## src/sv/ofifo_pkg.sv

```systemverilog
// ----------------------------------------------------------------------------
// ofifo_pkg
// Shared constants and types for the overwriting sample FIFO.
// ----------------------------------------------------------------------------
`default_nettype none

package ofifo_pkg;

  // port widths fixed by the interface
  localparam int unsigned PortDataW  = 64;
  localparam int unsigned CountW     = 7;
  localparam int unsigned KindW      = 2;

  // parameter defaults
  localparam int unsigned DefRingDepth   = 64;
  localparam int unsigned DefSampleWidth = 64;

  // largest number of samples a single pop may return
  localparam int unsigned MaxResults = 64;

  // request codes; the unused code behaves as a stats read
  localparam logic [KindW-1:0] KIND_PUSH  = 2'd0;
  localparam logic [KindW-1:0] KIND_POP   = 2'd1;
  localparam logic [KindW-1:0] KIND_STATS = 2'd2;

  typedef enum logic {
    StIdle,
    StPop
  } state_e;

endpackage : ofifo_pkg

`default_nettype wire

```

## src/sv/ofifo_ram.sv

```systemverilog
// ----------------------------------------------------------------------------
// ofifo_ram
// Simple dual-port sample RAM: one write port, one read port, registered read.
// ----------------------------------------------------------------------------
`default_nettype none

module ofifo_ram #(
  parameter int unsigned Depth = ofifo_pkg::DefRingDepth,
  parameter int unsigned Width = ofifo_pkg::DefSampleWidth,
  localparam int unsigned AddrW = $clog2(Depth)
) (
  input  wire logic             clk_i,
  input  wire logic             we_i,
  input  wire logic [AddrW-1:0] waddr_i,
  input  wire logic [Width-1:0] wdata_i,
  input  wire logic             re_i,
  input  wire logic [AddrW-1:0] raddr_i,
  output logic      [Width-1:0] rdata_o
);

  logic [Width-1:0] mem_q [Depth];

  always_ff @(posedge clk_i) begin
    if (we_i) begin
      mem_q[waddr_i] <= wdata_i;
    end
  end

  always_ff @(posedge clk_i) begin
    if (re_i) begin
      rdata_o <= mem_q[raddr_i];
    end
  end

endmodule : ofifo_ram

`default_nettype wire

```

## src/sv/overwriting_sample_fifo_core.sv

```systemverilog
// ----------------------------------------------------------------------------
// overwriting_sample_fifo_core
// Circular sample FIFO that overwrites its oldest entry when full.
// ----------------------------------------------------------------------------
// Usage:
//  - A request word is taken on a rising edge with start_i high and busy_o
//    low. kind_i selects push, pop or stats read (the spare code reads stats).
//  - Push: sample goes into the RAM at the write slot. When the ring is
//    full the oldest entry is dropped, the read slot moves and the saturating
//    drop counter counts it. One result word, in the cycle after acceptance.
//    Pushes can be issued every cycle while busy_o is low.
//  - Pop: returns min(max_count_i, 64, occupancy) samples, oldest first, one
//    word per cycle starting in the cycle after acceptance (registered RAM
//    read). busy_o stays high while the rest of a pop's reads are issued, so
//    the single RAM read port sets the request rate, one read per sample.
//    An empty or zero-count pop returns one word with sample_valid_o low.
//  - Stats: one result word, in the cycle after acceptance.
//  - Every result word carries occupancy, peak and drop total as they stand
//    after the whole request. last_of_run_o marks the final word.
//  - Results are shown for exactly one cycle under strobe_o; the receiver
//    cannot stall. Reset clears slots, counters and the watermark; the RAM
//    is not cleared (entries are only read after being written).
// ----------------------------------------------------------------------------
`default_nettype none

module overwriting_sample_fifo_core #(
  parameter int unsigned RING_DEPTH   = ofifo_pkg::DefRingDepth,
  parameter int unsigned SAMPLE_WIDTH = ofifo_pkg::DefSampleWidth
) (
  input  wire logic                               clk_i,
  input  wire logic                               rst_ni,
  // request side
  input  wire logic                               start_i,
  output logic                                    busy_o,
  input  wire logic [ofifo_pkg::KindW-1:0]        kind_i,
  input  wire logic [ofifo_pkg::PortDataW-1:0]    sample_data_i,
  input  wire logic [ofifo_pkg::CountW-1:0]       max_count_i,
  // result side
  output logic                                    strobe_o,
  output logic      [ofifo_pkg::PortDataW-1:0]    popped_sample_o,
  output logic                                    sample_valid_o,
  output logic                                    last_of_run_o,
  output logic      [ofifo_pkg::CountW-1:0]       occupancy_o,
  output logic      [ofifo_pkg::CountW-1:0]       peak_occupancy_o,
  output logic      [ofifo_pkg::PortDataW-1:0]    dropped_total_o,
  output logic                                    overwrote_o
);

  localparam int unsigned PtrW   = $clog2(RING_DEPTH);
  localparam int unsigned CountW = ofifo_pkg::CountW;
  localparam int unsigned LossW  = ofifo_pkg::PortDataW;

  localparam logic [PtrW-1:0]   LastSlot = PtrW'(RING_DEPTH - 1);
  localparam logic [CountW-1:0] FullCnt  = CountW'(RING_DEPTH);
  localparam logic [CountW-1:0] MaxCnt   = CountW'(ofifo_pkg::MaxResults);

  function automatic logic [PtrW-1:0] next_slot(input logic [PtrW-1:0] s);
    next_slot = (s == LastSlot) ? '0 : s + 1'b1;
  endfunction

  // ---------------------------------------------------------------------------
  // State
  // ---------------------------------------------------------------------------
  ofifo_pkg::state_e state_q, state_d;

  logic [PtrW-1:0]   wr_slot_q, wr_slot_d;
  logic [PtrW-1:0]   rd_slot_q, rd_slot_d;
  logic [CountW-1:0] count_q, count_d;
  logic [CountW-1:0] peak_q, peak_d;
  logic [LossW-1:0]  loss_q, loss_d;
  logic [CountW-1:0] remain_q, remain_d;   // reads still to issue in StPop

  // non-sample result word (push, stats, empty pop)
  logic res_stb_q, res_stb_d;
  logic res_ovw_q, res_ovw_d;

  // pop read pipeline: flags travel with the RAM's registered read
  logic rd_vld_q, rd_last_q, rd_last_d;

  // RAM control
  logic                    ram_we, ram_re;
  logic [SAMPLE_WIDTH-1:0] ram_rdata;

  logic              accept;
  logic [CountW-1:0] want_sat, pop_n, cnt_inc;
  logic              full;

  assign accept   = start_i && !busy_o;
  assign full     = (count_q >= FullCnt);
  assign want_sat = (max_count_i > MaxCnt) ? MaxCnt : max_count_i;
  assign pop_n    = (want_sat < count_q) ? want_sat : count_q;
  assign cnt_inc  = count_q + 1'b1;

  // ---------------------------------------------------------------------------
  // Next state and control
  // ---------------------------------------------------------------------------
  always_comb begin
    state_d   = state_q;
    wr_slot_d = wr_slot_q;
    rd_slot_d = rd_slot_q;
    count_d   = count_q;
    peak_d    = peak_q;
    loss_d    = loss_q;
    remain_d  = remain_q;
    res_stb_d = 1'b0;
    res_ovw_d = 1'b0;
    rd_last_d = 1'b0;
    ram_we    = 1'b0;
    ram_re    = 1'b0;

    unique case (state_q)
      ofifo_pkg::StIdle: begin
        if (accept) begin
          case (kind_i)
            ofifo_pkg::KIND_PUSH: begin
              ram_we    = 1'b1;
              wr_slot_d = next_slot(wr_slot_q);
              res_stb_d = 1'b1;
              if (full) begin
                // drop oldest entry
                rd_slot_d = next_slot(rd_slot_q);
                loss_d    = (&loss_q) ? loss_q : loss_q + 1'b1;
                res_ovw_d = 1'b1;
              end else begin
                count_d = cnt_inc;
                if (cnt_inc > peak_q) begin
                  peak_d = cnt_inc;
                end
              end
            end
            ofifo_pkg::KIND_POP: begin
              if (pop_n == '0) begin
                res_stb_d = 1'b1;
              end else begin
                // first read goes out right away
                ram_re    = 1'b1;
                rd_slot_d = next_slot(rd_slot_q);
                count_d   = count_q - pop_n;
                rd_last_d = (pop_n == CountW'(1));
                remain_d  = pop_n - 1'b1;
                if (pop_n != CountW'(1)) begin
                  state_d = ofifo_pkg::StPop;
                end
              end
            end
            default: begin
              res_stb_d = 1'b1;
            end
          endcase
        end
      end
      ofifo_pkg::StPop: begin
        ram_re    = 1'b1;
        rd_slot_d = next_slot(rd_slot_q);
        remain_d  = remain_q - 1'b1;
        rd_last_d = (remain_q == CountW'(1));
        if (remain_q == CountW'(1)) begin
          state_d = ofifo_pkg::StIdle;
        end
      end
      default: begin
        state_d = ofifo_pkg::StIdle;
      end
    endcase
  end

  always_ff @(posedge clk_i or negedge rst_ni) begin
    if (!rst_ni) begin
      state_q   <= ofifo_pkg::StIdle;
      wr_slot_q <= '0;
      rd_slot_q <= '0;
      count_q   <= '0;
      peak_q    <= '0;
      loss_q    <= '0;
      remain_q  <= '0;
      res_stb_q <= 1'b0;
      res_ovw_q <= 1'b0;
      rd_vld_q  <= 1'b0;
      rd_last_q <= 1'b0;
    end else begin
      state_q   <= state_d;
      wr_slot_q <= wr_slot_d;
      rd_slot_q <= rd_slot_d;
      count_q   <= count_d;
      peak_q    <= peak_d;
      loss_q    <= loss_d;
      remain_q  <= remain_d;
      res_stb_q <= res_stb_d;
      res_ovw_q <= res_ovw_d;
      rd_vld_q  <= ram_re;
      rd_last_q <= rd_last_d;
    end
  end

  // ---------------------------------------------------------------------------
  // Sample RAM. Writes only happen while idle and reads only when a pop is taken
  // or in StPop, so busy_o is the interlock: a read never meets a write to the same slot.
  // ---------------------------------------------------------------------------
  ofifo_ram #(
    .Depth (RING_DEPTH),
    .Width (SAMPLE_WIDTH)
  ) u_ram (
    .clk_i   (clk_i),
    .we_i    (ram_we),
    .waddr_i (wr_slot_q),
    .wdata_i (sample_data_i[SAMPLE_WIDTH-1:0]),
    .re_i    (ram_re),
    .raddr_i (rd_slot_q),
    .rdata_o (ram_rdata)
  );

  // ---------------------------------------------------------------------------
  // Result port. Counters already hold post-request values when a word shows.
  // ---------------------------------------------------------------------------
  assign busy_o           = (state_q == ofifo_pkg::StPop);
  assign strobe_o         = res_stb_q || rd_vld_q;
  assign popped_sample_o  = rd_vld_q ? ofifo_pkg::PortDataW'(ram_rdata) : '0;
  assign sample_valid_o   = rd_vld_q;
  assign last_of_run_o    = res_stb_q || (rd_vld_q && rd_last_q);
  assign occupancy_o      = count_q;
  assign peak_occupancy_o = peak_q;
  assign dropped_total_o  = loss_q;
  assign overwrote_o      = res_stb_q && res_ovw_q;

  // ---------------------------------------------------------------------------
  // Assertions
  // ---------------------------------------------------------------------------
  a_one_source : assert property (@(posedge clk_i) disable iff (!rst_ni)
    !(res_stb_q && rd_vld_q))
    else $error("pop word and status word collide");

  a_count_range : assert property (@(posedge clk_i) disable iff (!rst_ni)
    count_q <= FullCnt)
    else $error("occupancy above ring depth");

  a_peak_bound : assert property (@(posedge clk_i) disable iff (!rst_ni)
    peak_q >= count_q)
    else $error("watermark below occupancy");

  a_push_result : assert property (@(posedge clk_i) disable iff (!rst_ni)
    (accept && kind_i == ofifo_pkg::KIND_PUSH) |=>
      (strobe_o && !sample_valid_o && last_of_run_o))
    else $error("push gave no result word");

  a_pop_reads : assert property (@(posedge clk_i) disable iff (!rst_ni)
    busy_o |=> (rd_vld_q && sample_valid_o))
    else $error("pop cycle issued no read");

endmodule : overwriting_sample_fifo_core

`default_nettype wire

```

## config.mk

```make
export PLATFORM = sky130hd
export DESIGN_NAME = overwriting_sample_fifo_core
export DESIGN_NICKNAME = d
export VERILOG_FILES = /design/src/sv/ofifo_pkg.sv /design/src/sv/ofifo_ram.sv /design/src/sv/overwriting_sample_fifo_core.sv
export SDC_FILE = /design/constraint.sdc
export NUM_CORES = 2
export LEC_CHECK = 0
export ABC_CLOCK_PERIOD_IN_PS = 7900
export BUFFER_PORTS_ARGS = -buffer_cell sky130_fd_sc_hd__buf_2
export CELL_PAD_IN_SITES_DETAIL_PLACEMENT = 1
export CELL_PAD_IN_SITES_GLOBAL_PLACEMENT = 1
export CORE_ASPECT_RATIO = 2
export CORE_MARGIN = 2
export CORE_UTILIZATION = 50
export DETAILED_ROUTE_END_ITERATION = 8
export GPL_TIMING_DRIVEN = 0
export PLACE_DENSITY = 0.74
export SYNTH_ARGS = -nofsm -noshare
export SYNTH_HDL_FRONTEND = slang
export SYNTH_SLANG_ARGS = --single-unit
```

## constraint.sdc

```tcl
create_clock -name clk_i -period 7.9 [get_ports clk_i]
set_clock_uncertainty 0.1 [all_clocks]
set_input_delay 0.79 -clock clk_i [delete_from_list [all_inputs] [get_ports clk_i]]
set_output_delay 0.79 -clock clk_i [all_outputs]
set_load 0.01 [all_outputs]
```

==> flow_summary.rst <==
.. list-table::
   :header-rows: 1

   * - Metric
     - Value
   * - Signal arrival time at the worst endpoint
     - 5750 ps
   * - Number of storage elements in the synthesis netlist
     - approximately 4300
   * - Worst Path Max Fanout
     - 10
   * - Routed wire per std cell
     - 40.1 um
   * - Cell-by-cell trace of the critical path
     - inv_1 -> ha_1 -> a21oi_1 -> nor2_1 -> a211oi_1 -> nand2_1 -> buf_1 -> mux2i_1 -> inv_1 -> fa_1 -> nor2b_1 -> o31ai_1 -> a21oi_1 -> a31o_2 -> a31oi_1 -> a31o_2 -> o21bai_1
   * - Run status
     - complete, no violations
   * - Share of the core filled with cells in the final layout
     - 0.573
   * - Least-Margin Pin Slew
     - 1490 ps
   * - Insertion delay to the later sink of the worst-skew pair
     - between 900 and 1000 ps
   * - Ratio of routed vias to standard cells
     - ~6.6
   * - Synth-to-layout area growth
     - 14.1%
   * - VDD IR max
     - 0.000244 V
   * - Drt first pass iters
     - 8
   * - Critical path type
     - flip-flop to flip-flop
   * - Mapped Area
     - 163000 um^2
   * - I/O pin count
     - about 220
   * - DPL Wire Length
     - roughly 320 mm
   * - Height of the chip
     - approximately 810 um
   * - Largest net degree at the start of global routing
     - 66
   * - Die ar.
     - approximately 330000 um^2
   * - Chip Width
     - between 400 and 500 um
   * - Post-layout nets
     - roughly 7500
   * - Routability congestion estimate
     - between 0.8 and 0.9
   * - Slowest Stage Delay on Critical Path
     - 580 ps
   * - Vias in the first global route
     - ~84000
   * - CP Capture Type
     - flip-flop
   * - Primary FF master, synth
     - edfxtp_1
   * - Fraction of post-synthesis cell area in the top cell type by area
     - 0.765
   * - Total clock buffers created by CTS
     - approximately 360
   * - Average size of a mapped cell
     - between 20 and 25 um^2
   * - Count of cell types in the netlist
     - 66
   * - Cell depth of the worst flop-to-flop path
     - 17
   * - Buffers on Ports
     - around 220
   * - Max Cap Viol
     - 0
   * - Depth of the worst hold-timing path
     - 3
   * - CTS tree
     - yes
   * - Congestion Overflow GR
     - 0
   * - Class of the worst hold path
     - input port to flip-flop
   * - Slowest stage cell, crit path
     - dfrtp_1
   * - Number of synthesized flops with an enable pin
     - 4160
   * - Power per Cell Area
     - between 300 and 400 nW/um^2
   * - Leading post-synthesis cells by cell area
     - edfxtp_1 (77%), mux4_2 (19%), dfrtp_1 (1.6%), clkbuf_1 (0.45%), buf_2 (0.29%)
   * - Clock input transition at the sequential cells of the worst setup and hold paths
     - about 70 ps
   * - Total negative setup slack
     - 0 ps
   * - Setup violation total in the final timing report
     - 0
   * - Final routed DRC violation total
     - 0
   * - Share of the clock period used by the worst path
     - 0.640
   * - Post-Synthesis Net Count
     - roughly 6700
   * - Post-synthesis instance total
     - roughly 6600
   * - Minimum setup slack among reg-to-reg paths
     - ~2800 ps
   * - Most area-hungry cell type in the Yosys netlist
     - edfxtp_1
   * - Overall Global Routing Usage
     - 0.291
   * - Required time of the worst setup path
     - between 8000 and 9000 ps
   * - Unrepaired setup endpoints after global routing
     - false
   * - Fmax
     - approximately 200 MHz
   * - Number of sinks driven by the clock tree
     - ~4300
   * - Number of cells upsized or downsized after cts
     - 0
   * - Share of synthesized area occupied by flip-flops and latches
     - 0.781
   * - Final antenna-violating net count
     - 0
   * - Final number of hold-violating endpoints
     - 0
   * - DRC violation total after the first TritonRoute iteration
     - around 11000
   * - Ratio of cells with drive above 1 in the final layout
     - 0.329
   * - Starting Density
     - 0.503
   * - Leading cell types by count after synthesis
     - edfxtp_1 (4160), mux4_2 (1344), clkbuf_1 (196)
   * - Buffers from clock root to sink, at most
     - 4
   * - Most common cell in the synthesized netlist
     - edfxtp_1
   * - Htree depth
     - 5
   * - Total leakage power
     - just under 60 nW
   * - Yosys warning total
     - 0
   * - Via count of the routed design
     - 79228
   * - Wire length reported by the detailed router
     - just under 500 mm
   * - Rows
     - about 300
   * - Wire length of the first global-routing pass
     - between 600 and 700 mm
   * - Synth async-reset ratio
     - 0.0239
   * - Floorplan Core Area
     - ~320000 um^2
   * - Worst-case headroom to the max-slew limit
     - 0.00947
   * - Max-slew violations
     - 0
   * - Antenna violations before repair
     - 37
   * - Critical Path Source Type
     - flip-flop
   * - Shortest period the worst path allows
     - 5060 ps
   * - Library cell used as clock root buffer
     - clkbuf_16
-- cells in the final DEF (no fill, tap or decap), drive strengths merged, types with 4 or more instances in the layout --
cell,count
clkinvlp,19
nor3,26
nor2b,13
or3,6
dfrtp,102
inv,41
nand4,25
or2,4
nand3,43
and3,16
mux2i,15
diode,44
bufinv,30
clkbuf,620
and2,69
mux4,1344
o21ai,18
nor4,11
edfxtp,4160
ha,29
a31oi,5
clkinv,156
xor2,35
buf,572
o21a,7
a21oi,15
o31ai,6
xnor2,49
nand2,68
and4,6
nor2,101
mux2,11
-- report_power, final --
| part | leakage [nW] | internal [mW] | switching [mW] | total, mW |
|---|---|---|---|---|
| Combinational | 13.6 | 8.32 | 10.7 | 19.0 |
| Clock | 5.53 | 9.45 | 8.35 | 17.8 |
| Sequential | 38.8 | 25.2 | 0.196 | 25.4 |
-- through the flow --
stage | area (um^2) | setup slack, ps | total power, mW | std cells | hold slack, ps
after global placement | 170000 | -3610 | 44.2 | 11127 | 373
after detailed placement | 175000 | 2210 | 44.8 | 11342 | 390
final | 186000 | 2840 | 62.3 | 12031 | 178
after floorplan | 163000 | 1330 | 37.2 | 6584 | 394
after global routing | 186000 | 2550 | 63.6 | 11998 | 178
after CTS | 186000 | 2880 | 62.4 | 11985 | 118
-- worst max-delay path, delay by kind of cell, from the launching register on --
kind | cells | cell delay [ps]
mux | 1 | 540
fa+ha+maj | 2 | 760
compound gates | 8 | 1730
simple gates | 3 | 560
buf+inv | 3 | 650
flops | 1 | 580
-- state kept, by name (all words and copies together) (netlist names) --
signal	count
res_stb_q	1
wr_slot_q	6
occupancy_o	7
sample_valid_o	1
rd_slot_q	6
u_ram.rdata_o	64
dropped_total_o	64
busy_o	1
rd_last_q	1
u_ram.mem_q	4096
peak_occupancy_o	7
remain_q	7
res_ovw_q	1
-- metal layers --
layer | vias up | wire (um) | global-route usage
met3 | 1514 | 37200 | 0.0492
met2 | 5090 | 256000 | 0.519
met5 | - | 129 | 0
met4 | 22 | 38300 | 0.195
li1 | 30103 | - | -
met1 | 42499 | 150000 | 0.318
-- cells by family (layout without fill, tap and decap cells) --
kind of cell | count (synthesis) | count (layout) | synth area share
flip-flops | 4262 | 4262 | 0.781
multiplexers | 1370 | 1370 | 0.187
AND/OR/NAND/NOR | 404 | 404 | 0.0130
buffers and inverters | 357 | 1439 | 0.00902
XOR/XNOR | 84 | 84 | 0.00451
AO/OA/AOI/OAI | 77 | 77 | 0.00313
adder cells (fa/ha/maj) | 30 | 30 | 0.00235
other | 0 | 44 | 0
-- worst paths after layout --
check | end | from
max in group asynchronous | dropped_total_o[58]$_DFFE_PN0P_ | rst_ni
worst min-delay path | res_stb_q$_DFF_PN0_ | start_i
worst min register to register | dropped_total_o[55]$_DFFE_PN0P_ | dropped_total_o[55]$_DFFE_PN0P_
worst max-delay path | occupancy_o[6]$_DFFE_PN0P_ | occupancy_o[4]$_DFFE_PN0P_
min in group asynchronous | occupancy_o[5]$_DFFE_PN0P_ | rst_ni
worst max register to register | occupancy_o[6]$_DFFE_PN0P_ | occupancy_o[4]$_DFFE_PN0P_
-- area by class of cell --
cell class	instances	area, um^2
Antenna cell	44	110
Timing Repair Buffer	440	5550
Fill cell	26646	139000
Clock inverter	220	2080
Buffer	331	1410
Tap cell	4321	5410
Multi-Input combinational cell	1965	34800
Sequential cell	4262	127000
Inverter	26	97.6
Clock buffer	422	9270
-- repair_timing --
action,CTS,global route
buffers inserted,0,0
endpoints found under the hold margin,37,0
hold buffers,1,0
(Power assumes the default switching activity.)
